$ cat src/design/lcdns_pkg.sv
// Shared types, constants and the power-up table for the display nibble sequencer.
package lcdns_pkg;

  // Request codes on the func field
  localparam logic [2:0] F_INIT   = 3'd0;
  localparam logic [2:0] F_CLEAR  = 3'd1;
  localparam logic [2:0] F_BEGIN  = 3'd2;
  localparam logic [2:0] F_CHAR   = 3'd3;
  localparam logic [2:0] F_GOTO   = 3'd4;
  localparam logic [2:0] F_BLINK  = 3'd5;
  localparam logic [2:0] F_CURSOR = 3'd6;

  // Register-select values
  localparam logic RS_CMD  = 1'b0;
  localparam logic RS_DATA = 1'b1;

  // Wait codes
  localparam logic [1:0] WAIT_NONE = 2'd0;

  localparam int CHARS_PER_LINE_DEF = 16;
  localparam int COL_W    = 5;   // column counter width
  localparam int JOB_NIBS = 6;   // longest non-init nibble list
  localparam int JOB_IW   = 3;   // index bits into that list
  localparam int PWR_LEN  = 14;  // power-up nibbles
  localparam int LEN_W    = 4;
  localparam int Q_DEPTH  = 4;
  localparam int Q_AW     = 2;

  // Line base commands (upper and lower nibble)
  localparam logic [7:0] LINE1_BASE = 8'h80;
  localparam logic [7:0] LINE2_BASE = 8'hC0;

  // One queued job: either the power-up table or a short list of {rs, nibble}
  typedef struct packed {
    logic                         is_init;
    logic [LEN_W-1:0]             len;
    logic [JOB_NIBS-1:0][4:0]     nibs;
  } lcdns_job_t;

  typedef struct packed {
    logic full;
    logic empty;
  } lcdns_qstat_t;

  function automatic logic [4:0] cmd_nib(input logic [3:0] n);
    return {RS_CMD, n};
  endfunction

  function automatic logic [4:0] data_nib(input logic [3:0] n);
    return {RS_DATA, n};
  endfunction

  // Power-up sequence nibbles
  function automatic logic [3:0] pwr_nib(input logic [LEN_W-1:0] i);
    logic [3:0] v;
    case (i)
      4'd0, 4'd1, 4'd2: v = 4'h3;
      4'd3, 4'd4:       v = 4'h2;
      4'd5, 4'd7:       v = 4'h8;
      4'd9:             v = 4'h1;
      4'd11:            v = 4'h6;
      4'd13:            v = 4'hF;
      default:          v = 4'h0;
    endcase
    return v;
  endfunction

  // Power-up sequence wait codes
  function automatic logic [1:0] pwr_wait(input logic [LEN_W-1:0] i);
    logic [1:0] v;
    case (i)
      4'd0:                          v = 2'd2;
      4'd5:                          v = 2'd3;
      4'd1, 4'd2, 4'd3, 4'd7, 4'd9,
      4'd11, 4'd13:                  v = 2'd1;
      default:                       v = 2'd0;
    endcase
    return v;
  endfunction

endpackage

$ cat src/design/lcdns_if.sv
// Valid/ready channel interfaces for requests and nibble strobes.
interface lcdns_in_if;
  logic       valid;
  logic       ready;
  logic [2:0] func;
  logic [7:0] arg_a;
  logic [7:0] arg_b;
  modport source (output valid, func, arg_a, arg_b, input ready);
  modport sink   (input valid, func, arg_a, arg_b, output ready);
endinterface

interface lcdns_out_if;
  logic       valid;
  logic       ready;
  logic       reg_select;
  logic [3:0] nibble;
  logic [1:0] wait_code;
  logic       last;
  modport source (output valid, reg_select, nibble, wait_code, last, input ready);
  modport sink   (input valid, reg_select, nibble, wait_code, last, output ready);
endinterface

$ cat src/design/char_lcd_nibble_sequencer_unit.sv
// Top level of the character display nibble sequencer.
// Usage:
//   in_ch  : request beats {func, arg_a, arg_b}, taken when valid && ready.
//   out_ch : nibble strobe beats {reg_select, nibble, wait_code, last}; last
//            marks the final strobe caused by one request.
// Each request becomes 0 to 14 strobes (power-up 14, begin message 6,
// wrapped character 4, most others 1 or 2). Requests with no strobes
// (dropped characters, bad row, func 7) are accepted but emit nothing.
// Path: the front end classifies a request and writes the queue on the request
// edge; the back end then loads its first strobe into the output register once
// earlier jobs have drained and out_ch is not stalled.
// Throughput: one strobe per cycle from the back end while out_ch is ready;
// the four-entry job queue lets requests keep arriving, one per cycle, while
// earlier jobs drain, until it is full.
// Reset (rst_n low, synchronous) empties the queue, clears the output valid
// and puts the cursor on line 1, column 0.
// When out_ch stalls the strobe holds; the queue fills and in_ch.ready drops
// once four jobs are waiting.
module char_lcd_nibble_sequencer_unit #(
  parameter int CHARS_PER_LINE = lcdns_pkg::CHARS_PER_LINE_DEF
) (
  input  logic        clk,
  input  logic        rst_n,
  lcdns_in_if.sink    in_ch,
  lcdns_out_if.source out_ch
);
  import lcdns_pkg::*;

  logic         push, pop;
  lcdns_job_t   push_job, head;
  lcdns_qstat_t qstat;

  lcdns_front #(.CHARS_PER_LINE(CHARS_PER_LINE)) u_front (
    .clk   (clk),
    .rst_n (rst_n),
    .in_ch (in_ch),
    .qstat (qstat),
    .push  (push),
    .job   (push_job)
  );

  lcdns_fifo u_fifo (
    .clk      (clk),
    .rst_n    (rst_n),
    .push     (push),
    .push_job (push_job),
    .pop      (pop),
    .head     (head),
    .qstat    (qstat)
  );

  lcdns_back u_back (
    .clk    (clk),
    .rst_n  (rst_n),
    .head   (head),
    .qstat  (qstat),
    .pop    (pop),
    .out_ch (out_ch)
  );

endmodule

$ cat src/design/lcdns_front.sv
// Front end: accepts requests, tracks cursor line/column, builds nibble jobs.
module lcdns_front #(
  parameter int CHARS_PER_LINE = lcdns_pkg::CHARS_PER_LINE_DEF
) (
  input  logic                   clk,
  input  logic                   rst_n,
  lcdns_in_if.sink               in_ch,
  input  lcdns_pkg::lcdns_qstat_t qstat,
  output logic                   push,
  output lcdns_pkg::lcdns_job_t  job
);
  import lcdns_pkg::*;

  localparam logic [COL_W-1:0] CPL = COL_W'(CHARS_PER_LINE);

  logic [COL_W-1:0] col_r, col_nxt;
  logic             second_r, second_nxt;
  logic             accept;
  logic [7:0]       cmd;

  assign in_ch.ready = !qstat.full;
  assign accept      = in_ch.valid && in_ch.ready;
  assign push        = accept && (job.len != '0);

  // Classify request into a nibble list and next cursor state
  always_comb begin
    job        = '0;
    col_nxt    = col_r;
    second_nxt = second_r;
    cmd        = '0;
    case (in_ch.func)
      F_INIT: begin
        job.is_init = 1'b1;
        job.len     = LEN_W'(PWR_LEN);
      end
      F_CLEAR: begin
        job.len     = LEN_W'(2);
        job.nibs[0] = cmd_nib(4'h0);
        job.nibs[1] = cmd_nib(4'h1);
      end
      F_BEGIN: begin
        job.len     = LEN_W'(6);
        job.nibs[0] = cmd_nib(4'h0);
        job.nibs[1] = cmd_nib(4'h1);
        job.nibs[2] = cmd_nib(LINE1_BASE[7:4]);
        job.nibs[3] = cmd_nib(4'h0);
        job.nibs[4] = (in_ch.arg_a == 8'd2) ? cmd_nib(LINE2_BASE[7:4])
                                            : cmd_nib(LINE1_BASE[7:4]);
        job.nibs[5] = cmd_nib(4'h0);
        col_nxt     = '0;
        second_nxt  = (in_ch.arg_a == 8'd2);
      end
      F_CHAR: begin
        if (col_r >= CPL) begin
          if (!second_r) begin
            // line 1 full: wrap to line 2 column 0, then the character
            job.len     = LEN_W'(4);
            job.nibs[0] = cmd_nib(LINE2_BASE[7:4]);
            job.nibs[1] = cmd_nib(4'h0);
            job.nibs[2] = data_nib(in_ch.arg_a[7:4]);
            job.nibs[3] = data_nib(in_ch.arg_a[3:0]);
            second_nxt  = 1'b1;
            col_nxt     = COL_W'(1);
          end
          // line 2 full: dropped, no job
        end else begin
          job.len     = LEN_W'(2);
          job.nibs[0] = data_nib(in_ch.arg_a[7:4]);
          job.nibs[1] = data_nib(in_ch.arg_a[3:0]);
          col_nxt     = col_r + COL_W'(1);
        end
      end
      F_GOTO: begin
        cmd = ((in_ch.arg_a == 8'd1) ? LINE1_BASE : LINE2_BASE) + in_ch.arg_b;
        if (in_ch.arg_a inside {8'd1, 8'd2}) begin
          job.len     = LEN_W'(2);
          job.nibs[0] = cmd_nib(cmd[7:4]);
          job.nibs[1] = cmd_nib(cmd[3:0]);
        end
      end
      F_BLINK, F_CURSOR: begin
        job.nibs[0] = cmd_nib(4'h0);
        if (in_ch.arg_a == 8'd0) begin
          job.len     = LEN_W'(2);
          job.nibs[1] = (in_ch.func == F_BLINK) ? cmd_nib(4'hE) : cmd_nib(4'hD);
        end else if (in_ch.arg_a == 8'd1) begin
          job.len     = LEN_W'(2);
          job.nibs[1] = cmd_nib(4'hF);
        end else begin
          job.len     = LEN_W'(1);
        end
      end
      default: begin
        job = '0;
      end
    endcase
  end

  // Cursor state
  always_ff @(posedge clk) begin
    if (!rst_n) begin
      col_r    <= '0;
      second_r <= 1'b0;
    end else if (accept) begin
      col_r    <= col_nxt;
      second_r <= second_nxt;
    end
  end

endmodule

$ cat src/design/lcdns_fifo.sv
// Short job queue between front end and strobe sequencer.
module lcdns_fifo (
  input  logic                    clk,
  input  logic                    rst_n,
  input  logic                    push,
  input  lcdns_pkg::lcdns_job_t   push_job,
  input  logic                    pop,
  output lcdns_pkg::lcdns_job_t   head,
  output lcdns_pkg::lcdns_qstat_t qstat
);
  import lcdns_pkg::*;

  lcdns_job_t      mem_r [Q_DEPTH];
  logic [Q_AW-1:0] wr_r, rd_r;
  logic [Q_AW:0]   cnt_r, cnt_nxt;

  assign head        = mem_r[rd_r];
  assign qstat.full  = (cnt_r == (Q_AW+1)'(Q_DEPTH));
  assign qstat.empty = (cnt_r == '0);

  always_comb begin
    cnt_nxt = cnt_r;
    case ({push, pop})
      2'b10:   cnt_nxt = cnt_r + (Q_AW+1)'(1);
      2'b01:   cnt_nxt = cnt_r - (Q_AW+1)'(1);
      default: cnt_nxt = cnt_r;
    endcase
  end

  // Pointers and fill level
  always_ff @(posedge clk) begin
    if (!rst_n) begin
      wr_r  <= '0;
      rd_r  <= '0;
      cnt_r <= '0;
    end else begin
      if (push) wr_r <= wr_r + Q_AW'(1);
      if (pop)  rd_r <= rd_r + Q_AW'(1);
      cnt_r <= cnt_nxt;
    end
  end

  // Storage
  always_ff @(posedge clk) begin
    if (push) mem_r[wr_r] <= push_job;
  end

endmodule

$ cat src/design/lcdns_back.sv
// Back end: steps through the head job, one nibble strobe per beat.
module lcdns_back (
  input  logic                    clk,
  input  logic                    rst_n,
  input  lcdns_pkg::lcdns_job_t   head,
  input  lcdns_pkg::lcdns_qstat_t qstat,
  output logic                    pop,
  lcdns_out_if.source             out_ch
);
  import lcdns_pkg::*;

  logic [LEN_W-1:0] idx_r, idx_nxt;
  logic             vld_r, vld_nxt;
  logic             rs_r;
  logic [3:0]       nib_r;
  logic [1:0]       wait_r;
  logic             last_r;
  logic             load, is_last;
  logic [4:0]       cur;
  logic [1:0]       cur_wait;

  assign load    = !qstat.empty && (!vld_r || out_ch.ready);
  assign is_last = (idx_r == head.len - LEN_W'(1));
  assign pop     = load && is_last;

  // Current nibble of the head job
  always_comb begin
    if (head.is_init) begin
      cur      = cmd_nib(pwr_nib(idx_r));
      cur_wait = pwr_wait(idx_r);
    end else begin
      cur      = head.nibs[idx_r[JOB_IW-1:0]];
      cur_wait = WAIT_NONE;
    end
  end

  always_comb begin
    idx_nxt = idx_r;
    vld_nxt = vld_r;
    if (load) begin
      idx_nxt = is_last ? '0 : idx_r + LEN_W'(1);
      vld_nxt = 1'b1;
    end else if (out_ch.ready) begin
      vld_nxt = 1'b0;
    end
  end

  // Control
  always_ff @(posedge clk) begin
    if (!rst_n) begin
      idx_r <= '0;
      vld_r <= 1'b0;
    end else begin
      idx_r <= idx_nxt;
      vld_r <= vld_nxt;
    end
  end

  // Output payload register
  always_ff @(posedge clk) begin
    if (load) begin
      rs_r   <= cur[4];
      nib_r  <= cur[3:0];
      wait_r <= cur_wait;
      last_r <= is_last;
    end
  end

  assign out_ch.valid      = vld_r;
  assign out_ch.reg_select = rs_r;
  assign out_ch.nibble     = nib_r;
  assign out_ch.wait_code  = wait_r;
  assign out_ch.last       = last_r;

endmodule

$ cat src/flat_wrapper.sv
// flat-port wrapper written by rule: the top's interface ports become plain ports
module char_lcd_nibble_sequencer_unit_flat import lcdns_pkg::*;
#(
  parameter int CHARS_PER_LINE = lcdns_pkg::CHARS_PER_LINE_DEF
)
  (clk, rst_n, in_ch_valid, in_ch_func, in_ch_arg_a, in_ch_arg_b, in_ch_ready, out_ch_valid, out_ch_reg_select, out_ch_nibble, out_ch_wait_code, out_ch_last, out_ch_ready);
  lcdns_in_if in_ch_i ();
  lcdns_out_if out_ch_i ();
  input  logic clk;
  input  logic rst_n;
  input wire logic [$bits(in_ch_i.valid)-1:0] in_ch_valid;
  input wire logic [$bits(in_ch_i.func)-1:0] in_ch_func;
  input wire logic [$bits(in_ch_i.arg_a)-1:0] in_ch_arg_a;
  input wire logic [$bits(in_ch_i.arg_b)-1:0] in_ch_arg_b;
  output wire logic [$bits(in_ch_i.ready)-1:0] in_ch_ready;
  output wire logic [$bits(out_ch_i.valid)-1:0] out_ch_valid;
  output wire logic [$bits(out_ch_i.reg_select)-1:0] out_ch_reg_select;
  output wire logic [$bits(out_ch_i.nibble)-1:0] out_ch_nibble;
  output wire logic [$bits(out_ch_i.wait_code)-1:0] out_ch_wait_code;
  output wire logic [$bits(out_ch_i.last)-1:0] out_ch_last;
  input wire logic [$bits(out_ch_i.ready)-1:0] out_ch_ready;
  assign in_ch_i.valid = in_ch_valid;
  assign in_ch_i.func = in_ch_func;
  assign in_ch_i.arg_a = in_ch_arg_a;
  assign in_ch_i.arg_b = in_ch_arg_b;
  assign in_ch_ready = in_ch_i.ready;
  assign out_ch_valid = out_ch_i.valid;
  assign out_ch_reg_select = out_ch_i.reg_select;
  assign out_ch_nibble = out_ch_i.nibble;
  assign out_ch_wait_code = out_ch_i.wait_code;
  assign out_ch_last = out_ch_i.last;
  assign out_ch_i.ready = out_ch_ready;
  char_lcd_nibble_sequencer_unit #(.CHARS_PER_LINE(CHARS_PER_LINE)) u_core (.clk(clk), .rst_n(rst_n), .in_ch(in_ch_i), .out_ch(out_ch_i));
endmodule
$ cat config.mk
export PLATFORM = sky130hd
export DESIGN_NAME = char_lcd_nibble_sequencer_unit_flat
export DESIGN_NICKNAME = d
export VERILOG_FILES = /design/src/design/lcdns_pkg.sv /design/src/design/lcdns_if.sv /design/src/design/char_lcd_nibble_sequencer_unit.sv /design/src/design/lcdns_front.sv /design/src/design/lcdns_fifo.sv /design/src/design/lcdns_back.sv /design/src/flat_wrapper.sv
export SDC_FILE = /design/constraint.sdc
export NUM_CORES = 1
export LEC_CHECK = 0
export ABC_AREA = 1
export BUFFER_PORTS_ARGS = -buffer_cell sky130_fd_sc_hd__buf_4
export CORE_ASPECT_RATIO = 1.75
export CORE_UTILIZATION = 45
export DETAILED_ROUTE_END_ITERATION = 10
export PLACE_DENSITY = 0.6
export RECOVER_POWER = 100
export SYNTH_ARGS = -nofsm -noshare
export SYNTH_HDL_FRONTEND = slang
export SYNTH_SLANG_ARGS = --single-unit
$ cat constraint.sdc
create_clock -name clk -period 3.92 [get_ports clk]
set_clock_uncertainty 0.1 [all_clocks]
set_input_delay 0.588 -clock clk [delete_from_list [all_inputs] [get_ports clk]]
set_output_delay 0.588 -clock clk [all_outputs]
set_load 0.05 [all_outputs]
* After elaboration in Yosys (flattened, before gate mapping)
Memories as Yosys holds them, arrays and structs flattened. A register that Yosys moved wholly into a read port is not among the register bits.
Index checks and enable logic that the tools add are counted.
** Cells by class
- Reduce and logical (&&, ||, !) cells :: 21
- $add $sub $neg :: 8
- Mux-type cells :: 37
- Equality and inequality tests :: 14
- $lt $le $gt $ge :: 2
** Operator list (count)
- 10-bit case mux with 4 select lines :: 1
- 4-bit two-way mux :: 9
- 4-bit case mux with 6 select lines :: 1
- 10-bit two-way mux :: 2
- 20-bit two-way mux :: 1
- 10-bit case mux with 2 select lines :: 1
- 5-bit binary-select mux with 3-bit select :: 1
- 5-bit two-way mux :: 3
- 3-bit equality test (second input constant) :: 4
- 2-bit two-way mux :: 5
- 5-bit case mux with 2 select lines :: 1
- 9-bit two-way mux :: 1
- 8-bit adder :: 1
- 8-bit by 1-bit equality test with 1-bit output (second input constant) :: 1
- 8-bit by 2-bit equality test with 1-bit output (second input constant) :: 1
- 8-bit logical NOT :: 1
- 2-bit nonzero test :: 4
- 7-bit two-way mux :: 1
- 3-bit by 2-bit equality test with 1-bit output (second input constant) :: 2
- 3-bit logical NOT :: 2
- 1-bit two-way mux :: 6
- 3-bit two-way mux :: 2
- 3-bit case mux with 2 select lines :: 1
- 3-bit AND reduction :: 2
- other kinds (20) :: 28
** Storage, ports and cells
- Memory bits (writable) :: 116
- Input bits :: 23
- Register bits :: 24
- Output and inout bits :: 10
- Logic and storage cells :: 95
- Memory bits (read-only) :: 96
- Memories kept :: 3
** Memory list
- u_core.u_fifo.mem_r :: depth 4, bits a word 29, read ports 1, clocked after Yosys merged registers in 1, wr ports 1, RTL line lcdns_fifo.sv:13 : lcdns_job_t mem_r [Q_DEPTH];
- (no name shown) :: depth 16, bits a word 4, read ports 1, clocked after Yosys merged registers in 1, wr ports 0, RTL line lcdns_pkg.sv:56 : case (i)
- (no name shown) :: depth 16, bits a word 2, read ports 1, clocked after Yosys merged registers in 1, wr ports 0, RTL line lcdns_pkg.sv:71 : case (i)

* Longest topological paths before layout
Gate-level depths: netlist of run 1.
- Depth after elaboration :: 8
- Depth in mapped cells :: 20
- Gate-level depth less buffers :: 19

* Modules after synthesis
A second synthesis of run 1 with hierarchy kept.
** Unflattened totals
- Cells, all modules :: 705
- Area, all modules :: 7668.6 um^2
** By module, submodules not included
- lcdns_fifo :: area each 5617.9 um^2, cells each 395, sequential area each 4384.2 um^2, instances 1
- lcdns_back :: area each 1206.2 um^2, cells each 161, sequential area each 420.4 um^2, instances 1
- lcdns_front :: area each 844.6 um^2, cells each 149, sequential area each 120.1 um^2, instances 1

* Worst setup path before layout of run 1
OpenSTA, ideal clock, no wires.
- Path kind :: input-to-reg
- Start point :: input port in_ch_arg_a[6]
- End point :: memory u_core.u_fifo.mem_r[0][0] (netlist name) (enable)
- Required time :: 3.413 ns
- Stages :: 9
- Arrival :: 2.594 ns
- Buffers on the path :: 0
- Library setup time :: 0.407 ns
- Setup slack :: 0.819 ns
- Cells stage by stage :: inv_1 > nand4_1 > nor2_1 > nand2_1 > nand2_1 > nand2_1 > nand4_1 > nand2_1 > nor2_1
** On the way
- Longest elaborated chain between the ends :: 8
- Elaborated cells between the ends (all ways) :: 12
- Those cells by class :: eq/ne: 2; mux: 6; reduce/logical: 4
** RTL lines
- start: declaration :: RTL line flat_wrapper.sv:13 : input wire logic [$bits(in_ch_i.arg_a)-1:0] in_ch_arg_a;
- 8-bit by 1-bit equality test with 1-bit output or 8-bit by 2-bit equality test with 1-bit output (tied branches) :: RTL line lcdns_front.sv:75, lcdns_front.sv:86
- 2-bit two-way mux or 2-bit nonzero test (tied branches) :: RTL line lcdns_front.sv:86, lcdns_front.sv:75
- 4-bit two-way mux or 2-bit two-way mux (tied branches) :: RTL line lcdns_front.sv:83, lcdns_front.sv:75
- 4-bit case mux with 6 select lines * :: RTL line lcdns_front.sv:31 : case (in_ch.func)
- 4-bit nonzero test * :: RTL line lcdns_front.sv:23 : assign push = accept && (job.len != '0);
- 1-bit logical AND * :: RTL line lcdns_front.sv:23
- 1-bit two-way mux * :: RTL line lcdns_fifo.sv:45 : if (push) mem_r[wr_r] <= push_job;
- 1-bit two-way mux (implied by the code) * :: RTL line lcdns_fifo.sv:45
- end: declaration :: RTL line lcdns_fifo.sv:13
Mark *: on every way between the ends. The rest lies on a longest branch, timed or not.

==> impl_metrics.env, run 1 <==
export IMPL_floorplan_die_height_um=153
export IMPL_dp_final_hpwl_um=8730
export IMPL_firstDrtPassIters=5
export IMPL_clock_sinks=132
export IMPL_viasPerCell=5.32
export IMPL_post_route_cell_area_um2=6870
export IMPL_grt_remaining_overflow=0
export IMPL_clkSlewWorstSetupHoldPaths_ns=0.05
export IMPL_hold_viol_final=0
export IMPL_post_cts_setup_buffers=0
export IMPL_num_antenna_cells=0
export IMPL_grt_first_pass_wirelength_um=20900
export IMPL_preCtsSetupSlack_ns=0.592
export IMPL_via_count_of_the_first_global_routing_pass=4140
export IMPL_gp_congestion=0.823
export IMPL_yosysTopAreaCell="edfxtp_1"
export IMPL_period_share_pct=88.1
export IMPL_hold_path_depth=1
export IMPL_post_drt_wl_per_cell_um=16.5
export IMPL_synth_enable_flop_cells=108
export IMPL_vdd_ir_drop_max_v=0.000338
export IMPL_timing_setup_tns_ns=0
export IMPL_grt_usage_pct=21.1
export IMPL_syn_cell_area_um2=5860
export IMPL_hold_path_class="reg -> reg"
export IMPL_tritoncts="built"
export IMPL_ff_latch_count_synth=132
export IMPL_tightest_pin_transition_ns=1.73
export IMPL_critPathRequiredTime_ns=4.10
export IMPL_finalCriticalPeriod_ns=3.45
export IMPL_crit_path_end_kind="flop"
export IMPL_syn_avg_cell_area_um2=10.5
export IMPL_ctsResizeCount=0
export IMPL_utilization_pct=54.6
export IMPL_portBuffers=32
export IMPL_slew_violations=41
export IMPL_timing_critical_path_from_type="flop"
export IMPL_drtIter0Drc=279
export IMPL_max_cap_violations=1
export IMPL_io_pins=33
export IMPL_power_per_cell_area_nw_per_um2=543
export IMPL_clk_latency_worst_skew_pair_ns=0.40
export IMPL_max_clock_freq_mhz=290
export IMPL_core_region_area_um2=12600
export IMPL_ys_warnings_count=0
export IMPL_layout_setup_ws_ns=0.466
export IMPL_dieWidth_um=88.3
export IMPL_rr_worst_depth=17
export IMPL_post_route_cells_drive_above_1_share_pct=12.4
export IMPL_leakagePower_nw=2.65
export IMPL_clock_tree_htree_level_count=4
export IMPL_largest_net_degree_at_the_start_of_global_routing=41
export IMPL_area_growth_pct=17.1
export IMPL_share_of_flip_flops_with_an_asynchronous_set_or_reset_pct=0
export IMPL_failed_checks="max-capacitance violations, max-slew violations"
export IMPL_synth_top_area_share_pct=55.3
export IMPL_total_power_mw=3.73
export IMPL_drt_antenna_violating_nets=0
export IMPL_synthesis_nets=595
export IMPL_post_synth_main_area_contributors="edfxtp_1, dfxtp_1, o21ai_0"
export IMPL_synth_sequential_area_ratio_pct=63.5
export IMPL_nFillCells=1141
export IMPL_synth_ff_type="edfxtp_1"
export IMPL_timing_critical_path_fanout_max=12
export IMPL_syn_inst=558
export IMPL_initial_antenna_violation_count=0
export IMPL_finalSetupViolCount=0
export IMPL_synthDistinctLibCells=37
export IMPL_worstSetupPathType="reg -> reg"
export IMPL_floorplan_rows=54
export IMPL_cts_root_buf="clkbuf_16"
export IMPL_slew_headroom_pct=-15.5
export IMPL_rsz0062_at_grt="false"
export IMPL_place_area_um2=6330
export IMPL_run_status="complete, but fails checks"
export IMPL_initial_core_util_pct=46.7
export IMPL_fin_nets=638
export IMPL_totalWireLength_um=12900
export IMPL_hold_buffer_count_at_cts=0
export IMPL_signal_arrival_time_at_the_worst_endpoint_ns=3.64
export IMPL_remaining_drc_errors=0
export IMPL_vias_after_detailed_routing=4159
export IMPL_cts_max_path_buffers=2
export IMPL_cts_buffers_inserted=17
export IMPL_floorplan_die_area_um2=13500
## critical path, cell delays in order (launching register included)
cell,delay (ns)
dfxtp_1,0.53
inv_1,0.26
nand2_1,0.12
nand3_1,0.09
nand2_1,0.16
ha_1,0.26
xor2_1,0.15
nand3_1,0.12
nor2_2,0.18
nand3_4,0.13
inv_2,0.12
ha_1,0.15
inv_1,0.07
fa_1,0.39
a21oi_1,0.16
o21ai_0,0.12
o21ai_0,0.18
a21oi_1,0.06
## worst paths after layout
| path | from | to | slack, ns |
|---|---|---|---|
| worst max-delay path | flop | u_core.u_fifo.cnt_r[2]$_SDFFE_PN0P_ | 0.47 |
| worst min register to register | u_core.u_fifo.rd_r[0]$_SDFFE_PN0P_ | u_core.u_fifo.rd_r[0]$_SDFFE_PN0P_ | 0.38 |
| worst max register to register | flop | u_core.u_fifo.cnt_r[2]$_SDFFE_PN0P_ | 0.47 |
| worst min-delay path | u_core.u_fifo.rd_r[0]$_SDFFE_PN0P_ | u_core.u_fifo.rd_r[0]$_SDFFE_PN0P_ | 0.38 |
## stage by stage
step	hold WS [ns]	cells
floorplan	0.357	558
finish	0.385	782
detailed placement	0.386	750
global placement	0.371	750
global route	0.417	782
CTS	0.394	782
## sequential cells by signal (all words and copies together), names as in the netlist, named ones only
register	cells
u_core.u_back.out_ch.reg_select	1
u_core.u_back.out_ch.valid	1
u_core.u_back.out_ch.nibble	4
u_core.u_back.idx_r	4
u_core.u_back.out_ch.last	1
u_core.u_fifo.rd_r	2
u_core.u_back.out_ch.wait_code	2
u_core.u_front.second_r	1
u_core.u_fifo.wr_r	2
u_core.u_fifo.mem_r	100
u_core.u_front.col_r	5
u_core.u_fifo.cnt_r	3
## where the power goes
group          switching, mW  internal [mW]  total (mW)  leakage (nW)
clock                  0.562           1.06        1.62         0.289
sequential            0.0218           1.60        1.62          1.22
combinational          0.354          0.132       0.486          1.14
total                  0.937           2.79        3.73          2.65
## logic make-up after synthesis
family | share of synthesized area (%)
AO/OA/AOI/OAI | 12.2
XOR/XNOR | 0.896
adder cells (fa/ha/maj) | 3.12
buffers and inverters | 5.18
flip-flops | 63.5
AND/OR/NAND/NOR | 15.1
## layer usage
metal | GRT usage [%] | vias to the layer above | part of all wire (%)
li1 | - | 2046 | -
met4 | 10.1 | 0 | 3.5
met3 | 4.91 | 28 | 3.2
met5 | 0 | - | 0
met1 | 24.8 | 1993 | 41
met2 | 35.6 | 92 | 53
## cell usage in the layout (no fill, tap or decap), drive strengths merged, types with 9 or more instances in the layout
cell type,Yosys,routed
ha,13,13
o221ai,9,9
nand2,79,79
buf,6,26
edfxtp,108,108
nand3,35,35
inv,55,56
dfxtp,24,24
clkbuf,15,38
a21oi,19,19
o211ai,12,12
nor2,81,81
o22ai,11,11
o21ai,65,65
## area by class of cell
| type | instances | area [um^2] | share of cell area (%) |
|---|---|---|---|
| tap | 168 | 210 | 3.06 |
| inverter | 56 | 210 | 3.06 |
| clock inverter | 13 | 183 | 2.66 |
| multi-input combinational | 349 | 1830 | 26.7 |
| sequential | 132 | 3720 | 54.2 |
| clock buffer | 19 | 433 | 6.30 |
| timing repair buffer | 45 | 275 | 4.01 |
## cells in the mapped netlist (2+ instances only)
| cell type | count |
|---|---|
| a211oi_1 | 2 |
| a21oi_1 | 19 |
| a32oi_1 | 2 |
| buf_2 | 3 |
| clkbuf_1 | 15 |
| dfxtp_1 | 24 |
| edfxtp_1 | 108 |
| ha_1 | 13 |
| inv_1 | 50 |
| inv_2 | 5 |
| nand2_1 | 75 |
| nand2_2 | 4 |
| nand3_1 | 31 |
| nand3_2 | 3 |
| nand4_1 | 4 |
| nor2_1 | 78 |
| nor2_2 | 3 |
| nor3_1 | 5 |
| o211ai_1 | 12 |
| o21ai_0 | 60 |
| o21ai_1 | 4 |
| o221ai_1 | 9 |
| o22ai_1 | 11 |
| xor2_1 | 5 |
Power figures use the tool's default switching activity.
==> inputs of run 2 (changes only) <==
--- a/config.mk
+++ b/config.mk
@@ -8,9 +8,9 @@
 export ABC_AREA = 1
 export BUFFER_PORTS_ARGS = -buffer_cell sky130_fd_sc_hd__buf_4
 export CORE_ASPECT_RATIO = 1.75
-export CORE_UTILIZATION = 45
+export CORE_UTILIZATION = 35
 export DETAILED_ROUTE_END_ITERATION = 10
-export PLACE_DENSITY = 0.6
+export PLACE_DENSITY = 0.5
 export RECOVER_POWER = 100
 export SYNTH_ARGS = -nofsm -noshare
 export SYNTH_HDL_FRONTEND = slang
==> constraint.sdc (replaced) <==
create_clock -name clk -period 3.16 [get_ports clk]
set_clock_uncertainty 0.1 [all_clocks]
set_input_delay 0.474 -clock clk [delete_from_list [all_inputs] [get_ports clk]]
set_output_delay 0.474 -clock clk [all_outputs]
set_load 0.05 [all_outputs]
==> impl_metrics.env, run 2 (synthesis gave the netlist of run 1 again) <==
export IMPL_timing_critical_path_fanout_max=46
export IMPL_max_clock_freq_mhz=348
export IMPL_leakagePower_nw=2.66
export IMPL_totalWireLength_um=14500
export IMPL_remaining_drc_errors=0
export IMPL_grt_first_pass_wirelength_um=22800
export IMPL_min_delay_src="rst_n"
export IMPL_path_cells="inv_2, buf_4, nand2_1, nand3_2, nand2_2, nand2_1, nand2_1, nor2_4, nand3_4, inv_4, ha_1, inv_1, fa_1, a21oi_1, o21ai_1, o21ai_1, a21oi_1"
export IMPL_run_status="complete, no violations"
export IMPL_gp_congestion=0.906
export IMPL_timing_setup_tns_ns=0
export IMPL_max_cap_violations=0
export IMPL_firstDrtPassIters=4
export IMPL_leading_cell_types_in_the_layout_fill_and_taps_excluded="edfxtp_1, nor2_1, nand2_1, o21ai_0, inv_1"
export IMPL_grt_remaining_overflow=0
export IMPL_post_route_cell_area_um2=6970
export IMPL_post_route_cells_drive_above_1_share_pct=14.4
export IMPL_tritoncts="built"
export IMPL_initial_antenna_violation_count=0
export IMPL_layout_cells_most_common="edfxtp_1"
export IMPL_cts_root_buf="clkbuf_16"
export IMPL_critPathRequiredTime_ns=3.36
export IMPL_vdd_ir_drop_max_v=0.000380
export IMPL_timing_critical_path_from_type="flop"
export IMPL_drtIter0Drc=275
export IMPL_initial_core_util_pct=35.8
export IMPL_largest_registers="u_core.u_fifo.mem_r x100, u_core.u_front.col_r x5"
export IMPL_drt_antenna_violating_nets=0
export IMPL_top_register="u_core.u_fifo.mem_r"
export IMPL_cts_buffers_inserted=17
export IMPL_portBuffers=32
export IMPL_power_per_cell_area_nw_per_um2=656
export IMPL_clk_latency_worst_skew_pair_ns=0.41
export IMPL_nFillCells=1579
export IMPL_cp_slowest_stage_delay_ns=0.41
export IMPL_dp_final_hpwl_um=9710
export IMPL_hold_viol_final=0
export IMPL_crit_path_end_kind="flop"
export IMPL_worstSetupPathType="reg -> reg"
export IMPL_slew_violations=0
export IMPL_clock_sinks=132
export IMPL_clkSlewWorstSetupHoldPaths_ns=0.06
export IMPL_vias_after_detailed_routing=4174
export IMPL_tightest_pin_transition_ns=0.825
export IMPL_rsz0062_at_grt="false"
export IMPL_floorplan_die_area_um2=17300
export IMPL_grt_usage_pct=17.8
export IMPL_dieWidth_um=99.9
export IMPL_place_area_um2=6480
export IMPL_cts_max_path_buffers=2
export IMPL_core_region_area_um2=16400
export IMPL_largest_reg_flops=100
export IMPL_via_count_of_the_first_global_routing_pass=4204
export IMPL_floorplan_rows=62
export IMPL_finalSetupViolCount=0
export IMPL_clock_tree_htree_level_count=4
export IMPL_fin_nets=643
export IMPL_viasPerCell=4.95
export IMPL_floorplan_die_height_um=173
export IMPL_hold_path_class="in -> reg"
export IMPL_num_antenna_cells=0
export IMPL_area_growth_pct=18.8
export IMPL_critical_path_most_common_cell="nand2_1"
export IMPL_post_drt_wl_per_cell_um=17.2
export IMPL_slew_headroom_pct=45.0
export IMPL_finalCriticalPeriod_ns=2.87
export IMPL_signal_arrival_time_at_the_worst_endpoint_ns=3.07
export IMPL_period_share_pct=90.8
export IMPL_timing_critical_path_slowest_stage_cell="buf_4"
export IMPL_io_pins=33
export IMPL_largest_net_degree_at_the_start_of_global_routing=47
## run 2: cell type report
cell class / instances / area (um^2) / share of cell area (%)
timing repair buffer: 50 / 320 / 4.60
inverter: 56 / 213 / 3.05
sequential: 132 / 3720 / 53.5
clock inverter: 15 / 156 / 2.24
clock buffer: 17 / 425 / 6.11
multi-input combinational: 349 / 1850 / 26.5
tap: 224 / 280 / 4.02
## run 2: worst max-delay path, delay by kind of cell, from the launching register on
kind	cells	cell delay, ns
compound gates	4	0.42
fa+ha+maj	2	0.52
flops	1	0.35
buf+inv	4	0.68
simple gates	7	0.69
## run 2: layer usage
layer,vias to the layer above,GRT usage (%),routed length [um]
li1,2057,-,-
met1,2012,19.9,5790
met2,85,32.8,7980
met3,20,2.90,391
met4,0,7.48,319
met5,-,0,0
## run 2: path summary, 6_finish.rpt
kind | endpoint | slack (ns) | depth (start not counted)
setup / recovery | u_core.u_fifo.cnt_r[2]$_SDFFE_PN0P_ | 0.29 | 17
hold / removal | u_core.u_back.out_ch.valid$_SDFFE_PN0P_ | 0.29 | 3
setup reg to reg | u_core.u_fifo.cnt_r[2]$_SDFFE_PN0P_ | 0.29 | 17
hold reg to reg | u_core.u_fifo.cnt_r[1]$_SDFFE_PN0P_ | 0.39 | 2
## run 2: through the flow
stage	power [mW]	hold slack [ns]	util, %	instances	worst slack, ns
floorplan	2.47	0.357	-	558	0.173
detailed placement	2.72	0.380	39.6	810	0.116
finish	4.57	0.292	42.6	843	0.289
global placement	2.71	0.370	39.6	810	0.248
CTS	4.65	0.283	43.1	842	0.102
global route	4.76	0.287	42.6	843	0.0316
## run 2: power by group
part,internal [mW],switching (mW)
Clock,1.17,0.764
Combinational,0.174,0.453
Sequential,1.98,0.0307
Total,3.33,1.25
## run 2: repair_timing
item                       4_1_cts  5_1_grt
resized for setup                0        8
setup endpoints to repair        0        2
setup buffers                    0        1
hold buffers                     0        0
==> inputs of run 3 (changes only) <==
--- a/config.mk
+++ b/config.mk
@@ -8,6 +8,7 @@
 export ABC_AREA = 1
 export BUFFER_PORTS_ARGS = -buffer_cell sky130_fd_sc_hd__buf_4
 export CORE_ASPECT_RATIO = 1.75
+export CORE_MARGIN = 2
 export CORE_UTILIZATION = 35
 export DETAILED_ROUTE_END_ITERATION = 10
 export PLACE_DENSITY = 0.5
==> impl_metrics.env, run 3 (synthesis gave the netlist of run 1 again) <==
export IMPL_run_status="complete, no violations"
export IMPL_via_count_of_the_first_global_routing_pass=4043
export IMPL_slew_violations=0
export IMPL_drtIter0Drc=185
export IMPL_firstDrtPassIters=7
export IMPL_post_route_cells_drive_above_1_share_pct=13.8
export IMPL_remaining_drc_errors=0
export IMPL_placedCellCount=813
export IMPL_clock_tree_htree_level_count=4
export IMPL_finalSetupViolCount=0
export IMPL_largest_net_degree_at_the_start_of_global_routing=47
export IMPL_top_register="u_core.u_fifo.mem_r"
export IMPL_drt_antenna_violating_nets=0
export IMPL_core_region_area_um2=16400
export IMPL_cts_max_path_buffers=2
export IMPL_max_cap_violations=0
export IMPL_cts_buffers_inserted=17
export IMPL_initial_antenna_violation_count=0
export IMPL_vias_after_detailed_routing=4158
export IMPL_cp_slowest_stage_delay_ns=0.38
export IMPL_hold_viol_final=0
export IMPL_floorplan_die_area_um2=17800
export IMPL_area_growth_pct=20.8
export IMPL_dp_final_hpwl_um=9670
export IMPL_crit_path_end_kind="flop"
export IMPL_initial_core_util_pct=35.7
export IMPL_timing_critical_path_slowest_stage_cell="fa_1"
export IMPL_floorplan_rows=62
export IMPL_hold_buffer_count_at_cts=0
export IMPL_clk_latency_worst_skew_pair_ns=0.40
export IMPL_hold_path_class="in -> reg"
export IMPL_signal_arrival_time_at_the_worst_endpoint_ns=3.11
export IMPL_critical_path_n_buffers_inverters=4
export IMPL_final_hold_worst_slack_ns=0.288
export IMPL_grt_remaining_overflow=0
export IMPL_critical_path_top_delay_family="adder cells"
export IMPL_critPathRequiredTime_ns=3.34
export IMPL_dieWidth_um=102
export IMPL_gp_congestion=0.768
export IMPL_clock_sinks=132
export IMPL_tritoncts="built"
export IMPL_slew_headroom_pct=51.9
export IMPL_period_share_pct=92.7
export IMPL_tightest_pin_transition_ns=0.716
export IMPL_floorplan_die_height_um=175
export IMPL_leakagePower_nw=2.71
export IMPL_largest_reg_flops=100
export IMPL_cts_root_buf="clkbuf_16"
export IMPL_portBuffers=32
export IMPL_grt_first_pass_wirelength_um=21800
export IMPL_timing_critical_path_from_type="flop"
export IMPL_post_cts_setup_buffers=0
export IMPL_path_cells="inv_2, nand2_1, nand3_1, nand2_2, ha_1, xnor2_2, inv_1, nand2_1, nand2_1, nor2_4, nand3_4, inv_2, ha_1, inv_1, fa_1, a21oi_1, o21ai_0, o21ai_0, a21oi_1"
export IMPL_largest_registers="u_core.u_fifo.mem_r x100, u_core.u_front.col_r x5"
export IMPL_timing_critical_path_fanout_max=6
export IMPL_grt_usage_pct=16.6
export IMPL_critical_path_most_common_cell="nand2_1"
export IMPL_totalWireLength_um=14200
export IMPL_clkSlewWorstSetupHoldPaths_ns=0.06
export IMPL_layout_cells_most_common="edfxtp_1"
export IMPL_max_clock_freq_mhz=341
export IMPL_viasPerCell=4.92
export IMPL_timing_setup_tns_ns=0
export IMPL_fin_nets=645
export IMPL_worstSetupPathType="reg -> reg"
export IMPL_io_pins=33
export IMPL_num_antenna_cells=0
export IMPL_utilization_pct=43.1
export IMPL_fin_cells=845
export IMPL_finalCriticalPeriod_ns=2.93
export IMPL_power_per_cell_area_nw_per_um2=671
export IMPL_vdd_ir_drop_max_v=0.000366
export IMPL_post_drt_wl_per_cell_um=16.8
export IMPL_leading_cell_types_in_the_layout_fill_and_taps_excluded="edfxtp_1, nor2_1, nand2_1, o21ai_0, inv_1"
[run 3: final timing paths]
| kind | from | endpoint | slack (ns) | cells after the start |
|---|---|---|---|---|
| setup / recovery | flop | u_core.u_fifo.cnt_r[2]$_SDFFE_PN0P_ | 0.23 | 19 |
| hold / removal | rst_n | u_core.u_back.out_ch.valid$_SDFFE_PN0P_ | 0.29 | 3 |
| setup reg to reg | flop | u_core.u_fifo.cnt_r[2]$_SDFFE_PN0P_ | 0.23 | 19 |
| hold reg to reg | u_core.u_front.col_r[3]$_SDFFE_PN0P_ | u_core.u_front.col_r[4]$_SDFFE_PN0P_ | 0.40 | 2 |
[run 3: final cells by class]
cell class / count / area [um^2]
inverters: 56 / 210
repair buffers: 52 / 378
flip-flops and latches: 132 / 3720
clock buffers: 18 / 429
clock inverters: 14 / 209
fillers: 1604 / 9360
multi-input cells: 349 / 1850
well taps: 224 / 280
[run 3: timing repair]
action,CTS,global route
hold endpoints to repair,0,0
resized for setup,0,5
endpoints found under the setup margin,0,1
[run 3: power breakdown]
part           internal, mW  switching (mW)
sequential             1.98          0.0316
combinational         0.179           0.455
clock                  1.40           0.712
[run 3: per-stage QoR]
stage                     total power [mW]  setup slack [ns]  instance area [um^2]
after floorplan                       2.47             0.173                  5860
after global placement                2.71             0.277                  6500
after detailed placement              2.72             0.128                  6500
after CTS                             4.83             0.127                  7140
after global routing                  4.94           -0.0116                  7090
final                                 4.76             0.231                  7090
[run 3: worst reg2reg max path: cells and delay by family (launching register included)]
kind | cells | cell delay [ns]
adders and majority gates | 3 | 0.76
and+or+nand+nor | 7 | 0.64
AOI/OAI and AO/OA | 4 | 0.47
DFF | 1 | 0.35
buffers and inverters | 4 | 0.31
xor gates and xnor gates | 1 | 0.17
[run 3: routing by layer]
layer  share of wire, %  GRT usage, %  wire length, um  vias to the layer above
li1                   -             -                -                     2063
met1                 40          18.6             5610                     2011
met2                 56          30.0             7940                       73
met3                2.4          2.56              347                       11
met4                2.1          7.56              294                        0
met5                  0             0                0                        -
